## config.mk

```make
export PLATFORM = sky130hd
export DESIGN_NAME = bounded_list_find_delete
export DESIGN_NICKNAME = d
export VERILOG_FILES = /design/src/blfd_pkg.sv /design/src/blfd_cell.sv /design/src/bounded_list_find_delete.sv
export SDC_FILE = /design/constraint.sdc
export NUM_CORES = 2
export LEC_CHECK = 0
export ABC_CLOCK_PERIOD_IN_PS = 14310
export BUFFER_PORTS_ARGS = -buffer_cell sky130_fd_sc_hd__buf_4
export CORE_MARGIN = 3
export CORE_UTILIZATION = 30
export CTS_BUF_LIST = sky130_fd_sc_hd__clkbuf_2 sky130_fd_sc_hd__clkbuf_4 sky130_fd_sc_hd__clkbuf_8
export DETAILED_ROUTE_END_ITERATION = 16
export PLACE_DENSITY_LB_ADDON = 0.1
export SETUP_SLACK_MARGIN = 0.02
export SYNTH_ARGS = -nofsm -noshare
export SYNTH_HDL_FRONTEND = slang
export SYNTH_HIERARCHICAL = 1
export SYNTH_SLANG_ARGS = --single-unit
```

## constraint.sdc

```tcl
create_clock -name clk_i -period 14.31 [get_ports clk_i]
set_input_delay 2.1465 -clock clk_i [delete_from_list [all_inputs] [get_ports clk_i]]
set_output_delay 2.1465 -clock clk_i [all_outputs]
set_load 0.01 [all_outputs]
```

## src/blfd_pkg.sv

```systemverilog
// Package for the bounded list with find and delete.
// Holds request codes, stream field widths and the wave struct passed along the cell chain.
// No dependencies.
package blfd_pkg;

  localparam int unsigned OPCODE_W      = 2;
  localparam int unsigned ITEM_KEY_W    = 32;
  localparam int unsigned MATCH_INDEX_W = 6;
  localparam int unsigned ENTRY_COUNT_W = 7;

  localparam int unsigned IN_TDATA_W  = 40;
  localparam int unsigned OUT_TDATA_W = 16;

  typedef enum logic [OPCODE_W-1:0] {
    OP_APPEND = 2'd0,
    OP_FIND   = 2'd1,
    OP_DELETE = 2'd2
  } op_e;

  typedef struct packed {
    logic tok;
    logic found;
  } wave_t;

endpackage

```

## src/blfd_cell.sv

```systemverilog
// One list slot: holds a key, compares it as the search wave passes and
// takes its neighbor's key during a delete. Depends on blfd_pkg.
module blfd_cell #(
  parameter int unsigned KEY_WIDTH = 32,
  parameter int unsigned IDX_W     = 6,
  parameter int unsigned CNT_W     = 7,
  parameter int unsigned IDX       = 0
) (
  input  logic                 clk_i,
  input  logic                 rst_ni,
  input  blfd_pkg::wave_t      wave_i,
  input  logic [IDX_W-1:0]     pos_i,
  input  logic [KEY_WIDTH-1:0] key_i,
  input  logic                 del_i,
  input  logic [CNT_W-1:0]     count_i,
  input  logic                 wr_en_i,
  input  logic [KEY_WIDTH-1:0] wr_key_i,
  input  logic [KEY_WIDTH-1:0] next_entry_i,
  output logic [KEY_WIDTH-1:0] entry_o,
  output blfd_pkg::wave_t      wave_o,
  output logic [IDX_W-1:0]     pos_o
);

  logic [KEY_WIDTH-1:0] entry_q;
  blfd_pkg::wave_t      wave_q, wave_d;
  logic [IDX_W-1:0]     pos_q, pos_d;
  logic                 live, hit;

  assign live = CNT_W'(IDX) < count_i;
  assign hit  = wave_i.tok & ~wave_i.found & live & (entry_q == key_i);

  always_comb begin
    wave_d.tok   = wave_i.tok;
    wave_d.found = wave_i.found | hit;
    pos_d        = hit ? IDX_W'(IDX) : pos_i;
  end

  always_ff @(posedge clk_i or negedge rst_ni) begin
    if (!rst_ni) begin
      wave_q <= '0;
    end else begin
      wave_q <= wave_d;
    end
  end

  // take an appended key, or shift down while the wave sits in the next cell after a match
  always_ff @(posedge clk_i) begin
    pos_q <= pos_d;
    if (wr_en_i && (count_i == CNT_W'(IDX))) begin
      entry_q <= wr_key_i;
    end else if (wave_q.tok && wave_q.found && del_i) begin
      entry_q <= next_entry_i;
    end
  end

  assign entry_o = entry_q;
  assign wave_o  = wave_q;
  assign pos_o   = pos_q;

endmodule

```

## src/bounded_list_find_delete.sv

```systemverilog
// Top level of the bounded ordered key list: request control and a chain of slot cells.
// Depends on blfd_pkg and blfd_cell.
//
//  channel  | dir | tdata fields (lsb first)                        | width
//  s_axis   | in  | opcode[1:0], item_key[33:2], zero pad             | 40
//  m_axis   | out | success[0], match_index[6:1], entry_count[13:7]   | 16
//
// Append and the unused opcode go straight from the idle state to the result register.
// Find and delete send a wave down the cell chain, one cell a cycle.
// Reset clears the count and control registers; slot contents stay undefined until appended.
// A new request is taken only once the previous result has been taken.
module bounded_list_find_delete #(
  parameter int unsigned CAPACITY  = 64,
  parameter int unsigned KEY_WIDTH = 32
) (
  input  logic                                clk_i,
  input  logic                                rst_ni,
  input  logic                                s_axis_tvalid_i,
  output logic                                s_axis_tready_o,
  // opcode, item_key
  input  logic [blfd_pkg::IN_TDATA_W-1:0]     s_axis_tdata_i,
  output logic                                m_axis_tvalid_o,
  input  logic                                m_axis_tready_i,
  // success, match_index, entry_count
  output logic [blfd_pkg::OUT_TDATA_W-1:0]    m_axis_tdata_o
);

  localparam int unsigned IDX_W = (CAPACITY > 1) ? $clog2(CAPACITY) : 1;
  localparam int unsigned CNT_W = $clog2(CAPACITY + 1);

  typedef enum logic {
    ST_IDLE,
    ST_SCAN
  } state_e;

  state_e               state_q;
  logic                 start_q;
  logic                 del_q;
  logic [KEY_WIDTH-1:0] key_q;
  logic [CNT_W-1:0]     count_q;
  logic                 m_valid_q;
  logic                 success_q;
  logic [IDX_W-1:0]     res_idx_q;

  logic                 accept;
  blfd_pkg::op_e        op;
  logic [63:0]          key_ext;
  logic [KEY_WIDTH-1:0] in_key;
  logic                 full;
  logic                 wr_en;
  logic                 finish;
  logic [31:0]          idx_ext;
  logic [31:0]          cnt_ext;

  blfd_pkg::wave_t      wave_w  [CAPACITY+1];
  logic [IDX_W-1:0]     pos_w   [CAPACITY+1];
  logic [KEY_WIDTH-1:0] entry_w [CAPACITY];

  assign op      = blfd_pkg::op_e'(s_axis_tdata_i[blfd_pkg::OPCODE_W-1:0]);
  assign key_ext = 64'(s_axis_tdata_i[blfd_pkg::OPCODE_W +: blfd_pkg::ITEM_KEY_W]);
  assign in_key  = key_ext[KEY_WIDTH-1:0];
  assign full    = count_q >= CNT_W'(CAPACITY);

  assign s_axis_tready_o = (state_q == ST_IDLE) && !m_valid_q;
  assign accept          = s_axis_tvalid_i && s_axis_tready_o;
  assign wr_en           = accept && (op == blfd_pkg::OP_APPEND) && !full;
  assign finish          = (state_q == ST_SCAN) && wave_w[CAPACITY].tok;

  assign wave_w[0] = '{tok: start_q, found: 1'b0};
  assign pos_w[0]  = '0;

  for (genvar i = 0; i < CAPACITY; i++) begin : g_cell
    logic [KEY_WIDTH-1:0] next_entry;
    if (i == CAPACITY - 1) begin : g_last
      assign next_entry = entry_w[i];
    end else begin : g_mid
      assign next_entry = entry_w[i+1];
    end

    blfd_cell #(
      .KEY_WIDTH (KEY_WIDTH),
      .IDX_W     (IDX_W),
      .CNT_W     (CNT_W),
      .IDX       (i)
    ) u_cell (
      .clk_i        (clk_i),
      .rst_ni       (rst_ni),
      .wave_i       (wave_w[i]),
      .pos_i        (pos_w[i]),
      .key_i        (key_q),
      .del_i        (del_q),
      .count_i      (count_q),
      .wr_en_i      (wr_en),
      .wr_key_i     (in_key),
      .next_entry_i (next_entry),
      .entry_o      (entry_w[i]),
      .wave_o       (wave_w[i+1]),
      .pos_o        (pos_w[i+1])
    );
  end

  always_ff @(posedge clk_i or negedge rst_ni) begin
    if (!rst_ni) begin
      state_q   <= ST_IDLE;
      start_q   <= 1'b0;
      del_q     <= 1'b0;
      key_q     <= '0;
      count_q   <= '0;
      m_valid_q <= 1'b0;
      success_q <= 1'b0;
      res_idx_q <= '0;
    end else begin
      start_q <= accept && ((op == blfd_pkg::OP_FIND) || (op == blfd_pkg::OP_DELETE));
      if (m_valid_q && m_axis_tready_i) begin
        m_valid_q <= 1'b0;
      end
      unique case (state_q)
        ST_IDLE: begin
          if (accept) begin
            unique case (op)
              blfd_pkg::OP_APPEND: begin
                m_valid_q <= 1'b1;
                success_q <= !full;
                res_idx_q <= full ? '0 : IDX_W'(count_q);
                if (!full) begin
                  count_q <= count_q + CNT_W'(1);
                end
              end
              blfd_pkg::OP_FIND,
              blfd_pkg::OP_DELETE: begin
                key_q   <= in_key;
                del_q   <= (op == blfd_pkg::OP_DELETE);
                state_q <= ST_SCAN;
              end
              default: begin
                m_valid_q <= 1'b1;
                success_q <= 1'b0;
                res_idx_q <= '0;
              end
            endcase
          end
        end
        ST_SCAN: begin
          if (finish) begin
            m_valid_q <= 1'b1;
            success_q <= wave_w[CAPACITY].found;
            res_idx_q <= wave_w[CAPACITY].found ? pos_w[CAPACITY] : '0;
            if (del_q && wave_w[CAPACITY].found) begin
              count_q <= count_q - CNT_W'(1);
            end
            state_q <= ST_IDLE;
          end
        end
        default: begin
          state_q <= ST_IDLE;
        end
      endcase
    end
  end

  assign idx_ext = 32'(res_idx_q);
  assign cnt_ext = 32'(count_q);

  assign m_axis_tvalid_o = m_valid_q;
  assign m_axis_tdata_o  = {2'b00,
                            cnt_ext[blfd_pkg::ENTRY_COUNT_W-1:0],
                            idx_ext[blfd_pkg::MATCH_INDEX_W-1:0],
                            success_q};

endmodule

```

# After elaboration in Yosys (flattened, before gate mapping)

Cells that the tools add are included.

Register bits after elaboration: 2604
Bits of input ports: 44
Output and inout port bits: 18
Word-level logic and storage cells: 1205

Add/sub/neg operators: 2
Magnitude comparators: 65
Equal/unequal tests: 135
Muxes and demuxes: 152
Bitwise logic cells: 318
Reduce and logical (&&, ||, !) cells: 270

Operators by type and width:

| kind                                                 | count |
|---|---|
| two-way mux 32 bit                                   | 126 |
| equality test 32 bit                                 | 64 |
| equality test 7 x 6 -> 1 bit (second input constant) | 32 |
| < comparator 6 x 7 -> 1 bit (first input constant)   | 32 |
| logical AND 1 bit                                    | 198 |
| AND 1 bit                                            | 191 |
| nonzero test 2 bit                                   | 63 |
| equality test 7 x 5 -> 1 bit (second input constant) | 16 |
| < comparator 5 x 7 -> 1 bit (first input constant)   | 16 |
| NOT 1 bit                                            | 64 |
| OR 1 bit                                             | 63 |
| equality test 7 x 4 -> 1 bit (second input constant) | 8 |
| < comparator 4 x 7 -> 1 bit (first input constant)   | 8 |
| two-way mux 7 bit                                    | 5 |
| equality test 7 x 3 -> 1 bit (second input constant) | 4 |
| < comparator 3 x 7 -> 1 bit (first input constant)   | 4 |
| two-way mux 6 bit                                    | 4 |
| case mux 6 bit (2 select lines)                      | 2 |
| equality test 7 x 2 -> 1 bit (second input constant) | 2 |
| < comparator 1 x 7 -> 1 bit (first input constant)   | 2 |
| < comparator 2 x 7 -> 1 bit (first input constant)   | 2 |
| case mux 7 bit (2 select lines)                      | 1 |
| two-way mux 1 bit                                    | 10 |
| case mux 1 bit (2 select lines)                      | 4 |
| other kinds (15)                                     | 21 |

# Depth between registers and ports, before layout

Word-level depth: 7
Mapped depth: 9
Gate-level depth less buffers: 8

# Worst setup path after synthesis

Ideal clock, no wire load.

Path kind: input to register
From: input s_axis_tdata_i[0] (netlist name)
To: register g_cell[61].u_cell.entry_q[0], enable pin
Setup time: 389 ps
Data arrival time: 7014 ps
Required time: 13921 ps
Path slack: 6906 ps
Stages: 7
Buffers on the path: 1
Cells stage by stage: inv_1 > ha_1 > nand2b_1 > nor2_1 > nand4_1 > buf_2 > nand2_1

Word-level cells in the longest chain between the ends: 5

Ends and longest elaborated chain:

| item                                | line                           | source |
|---|---|---|
| start: declaration                  | bounded_list_find_delete.sv:21 | `input logic [blfd_pkg::IN_TDATA_W-1:0] s_axis_tdata_i,` |
| logical NOT 2 bit                   | bounded_list_find_delete.sv:66 | `assign wr_en = accept && (op == blfd_pkg::OP_APPEND) && !full;` |
| logical AND 1 bit (2 in a row)      | bounded_list_find_delete.sv:66 |  |
| named net wr_en                     | bounded_list_find_delete.sv:50 | `logic wr_en;` |
| logical AND 1 bit                   | blfd_cell.sv:49                | `if (wr_en_i && (count_i == CNT_W'(IDX))) begin` |
| nonzero test 2 bit (no source line) | n/a                            |  |
| end signal: assignment              | blfd_cell.sv:50                | `entry_q <= wr_key_i;` |
| end signal: assignment              | blfd_cell.sv:52                | `entry_q <= next_entry_i;` |
| end: declaration                    | blfd_cell.sv:24                | `logic [KEY_WIDTH-1:0] entry_q;` |

The timed path passes the listed nets, and every way through them passes these cells.
A chain may end at the register's enable or synchronous reset.

# Worst setup path after layout

From: input s_axis_tdata_i[0] (netlist name)
To: register g_cell[48].u_cell.entry_q[21], enable pin

Word-level cells in the longest chain between the ends: 5

Ends and longest elaborated chain:

| item                                | line |
|---|---|
| logical NOT 2 bit                   | bounded_list_find_delete.sv:66 |
| logical AND 1 bit (2 in a row)      | bounded_list_find_delete.sv:66 |
| named net wr_en                     | bounded_list_find_delete.sv:50 |
| logical AND 1 bit                   | blfd_cell.sv:49 |
| nonzero test 2 bit (no source line) | n/a |
| end signal: assignment              | blfd_cell.sv:50 |
| end signal: assignment              | blfd_cell.sv:52 |
| end: declaration                    | blfd_cell.sv:24 |

The timed path passes the listed nets, and every way through them passes these cells.

==> reports/metrics.yaml <==
synth:
  synth_area_leaders: "edfxtp_1 (45%), mux2_4 (11%), xor2_1 (11%), mux2_2 (8.4%), dfxtp_1 (5.7%)"
  syn_inst: 8872
  synth-seq-cells: 2610
  synth-edff-count: 2048
  synth.largest_area_cell: "edfxtp_1"
  avgSynthCellArea_um2: 15.28
  yosysSeqAreaShare: 0.5434
  synth_ff_type: "edfxtp_1"
  yosysTopAreaCellShare: 0.4538
  netlist_area_um2: 135500
  yosysWarnings: 6
  synth.distinct_cells: 113
  async_reset_ff_frac: 0.06820
worst_setup_path:
  path_class: "in2reg"
  cp_max_fo: 33
  cpMostUsedCell: "buf_4"
  worst-path-stages: 10
  cpPeakStageDelay_ns: 0.93
  r2r_setup_slack_ns: 9.64
  critical_path.top_delay_family: "simple AND/OR/NAND/NOR gates"
  crit_buf_inv: 5
  cp.arrival_ns: 5.92
  startpoint_type: "primary input"
  r2r-end: "g_cell[17].u_cell/entry_o[19]"
  r2r-start: "count_q[4]"
  reg2reg_depth: 7
  end_kind: "flop"
  slowest_stage: "nand2_1"
  cp_cell_sequence: "buf_4, inv_1, ha_1, nand2b_1, nor2_4, buf_4, buf_4, nand2_2, nand2_1, buf_4"
  worstPathRequired_ns: 15.14
route:
  wl_per_cell_um: 35.48
  dr.pass1.iters: 6
  route.antenna.remaining_nets: 0
  vias: 83130
  first_iter_violations: 7450
  wl_um: 560300
  route.detailed.drc: 0
  viasPerCell: 5.264
timing:
  rsz0062_at_grt: "false"
  setup_viol: 0
  relSlewSlack: -0.04392
  slew_viol_final: 3
  min_period_ns: 5.096
  hold_viol: 0
  fin_skew_ns: 0.07874
  worst_slew_pin_slew_ns: 1.552
  setup_tns_ns: 0
  fmax_mhz: 196.2
  post-route-period-util: 0.3561
cts:
  ctsHoldBuffers: 0
  cts_buffers: 481
  post_cts_resized: 0
  clock_path_buffers: 4
  clk_pin_slew_ns: 0.06
  post_cts_buffers: 0
  htree_levels: 5
  clkLatencyLatePin_ns: 1.15
  cts_root_buf: "clkbuf_8"
  clock-sinks: 2610
  cts_tree: "yes"
global_route:
  overflow: 0
  antenna_found_initial: 38
  grt_pass1_vias: 86450
  grt_max_degree: 87
  grt_pass1_wl_um: 760000
  grt_usage: 0.2358
place:
  port_buffers: 53
  dp.cells: 14880
  dp_hpwl_um: 355700
  gp_congestion: 0.8591
power_and_ir_drop:
  p_per_area_nw_per_um2: 107.3
  ir_worst_vdd_uv: 69.37
  leakage_nw: 52.90
  power.total_w: 0.01645
die:
  die-area_um2: 459900
  fp.dieH_um: 678.1
  core_area_um2: 449400
  die_w_um: 678.1
  std_cell_rows: 246
  ios: 62
  start_util: 0.3016
worst_hold_path:
  hold_path.class: "reg2reg"
  hold_end: "g_cell[40].u_cell/pos_o[4]"
  min_path_cells: 2
  min_from: "g_cell[39].u_cell/pos_o[4]"
outcome:
  status: "complete, but fails checks"
  violations: "capacitance limit, slew limit"
finish:
  final_net_count: 9461
  drive_gt1_frac: 0.3628
  final_cells: 15790
  layout_commonest_cell: "edfxtp_1"
  final_cell_mix: "edfxtp_1 (2048), xor2_1 (1642), mux2_4 (1016)"
  area_growth_pct: 13.16
job:
  cap_violations: 1
-- cell usage after synthesis, drive strengths merged, types with 20 or more instances --
library cell,count
mux2,2091
a31oi,28
edfxtp,2048
inv,134
nand2,95
nor3,72
nor4,418
or4,33
buf,215
o31ai,82
nand4b,23
and3,51
or3,20
xnor2,396
o31a,164
a31o,183
nand3,116
xor2,1642
dfrtp,178
nand4,177
and4,55
dfxtp,384
nor2,44
-- worst reg2reg max path: stages (launching register included) --
cell     delay (ns)
dfrtp_4        0.82
buf_4          0.52
buf_4          0.44
or4b_1         0.52
nor3_2         0.45
and3_2         0.27
buf_4          0.46
a31o_2         0.82
-- metal layers --
layer / part of all wire / track usage
met1: 0.45 / 0.3250
met2: 0.47 / 0.3895
met3: 0.047 / 0.02924
met4: 0.029 / 0.06422
met5: 0.000086 / 0
-- worst max path at each step --
| stage | to | startpoint |
|---|---|---|
| after floorplan | g_cell[61].u_cell/entry_o[0] | s_axis_tdata_i[0] |
| after global placement | g_cell[48].u_cell/entry_o[21] | s_axis_tdata_i[0] |
| after detailed placement | g_cell[48].u_cell/entry_o[7] | s_axis_tdata_i[0] |
| after CTS | g_cell[48].u_cell/entry_o[21] | s_axis_tdata_i[0] |
| after global routing | g_cell[48].u_cell/entry_o[4] | s_axis_tdata_i[0] |
| final | g_cell[48].u_cell/entry_o[21] | s_axis_tdata_i[0] |
-- cell type report --
class | instances | area [um2]
Inverter | 134 | 503.0
Clock buffer | 755 | 9271
Timing Repair Buffer | 265 | 2155
Antenna cell | 13 | 32.53
Clock inverter | 147 | 1311
Multi-Input combinational cell | 5916 | 58850
Sequential cell | 2610 | 73790
Fill cell | 43650 | 296000
Tap cell | 5952 | 7447
-- flip-flops by register name (all words and copies together) (netlist names) --
register / count
count_q: 7
del_q: 1
g_cell.u_cell/entry_o: 2048
g_cell.u_cell/pos_o: 384
g_cell.u_cell/wave_o: 128
key_q: 32
m_axis_tvalid_o: 1
res_idx_q: 6
start_q: 1
state_q: 1
success_q: 1
-- where the power goes --
group,total [W],leakage [nW],switching [W],internal [W]
clock network,0.00793,5.65,0.00349,0.00445
logic,0.000365,26.9,0.000302,0.0000625
registers,0.00816,20.3,0.0000318,0.00812
-- kinds of logic after synthesis --
group                    after synthesis  synth area share
buffers and inverters                355           0.02301
flip-flops                          2610            0.5434
XOR/XNOR                            2038            0.1318
multiplexers                        2092            0.2020
other                                  1        0.00002767
adder cells (fa/ha/maj)                9         0.0008863
AND/OR/NAND/NOR                     1198           0.06367
AO/OA/AOI/OAI                        569           0.03532
-- through the flow --
stage / hold slack [ns] / setup WS [ns] / cell area [um2] / utilization
6_report: 0.3921 / 9.214 / 153400 / 0.3413
5_1_grt: 0.4019 / 9.155 / 153300 / 0.3412
2_1_floorplan: 0.3541 / 6.906 / 135600 / -
3_5_place_dp: 0.3911 / 7.948 / 142700 / 0.3176
4_1_cts: 0.3763 / 9.277 / 153300 / 0.3412
3_3_place_gp: 0.3890 / 7.989 / 142700 / 0.3176
Note: power is estimated with default switching activity, not from simulation.
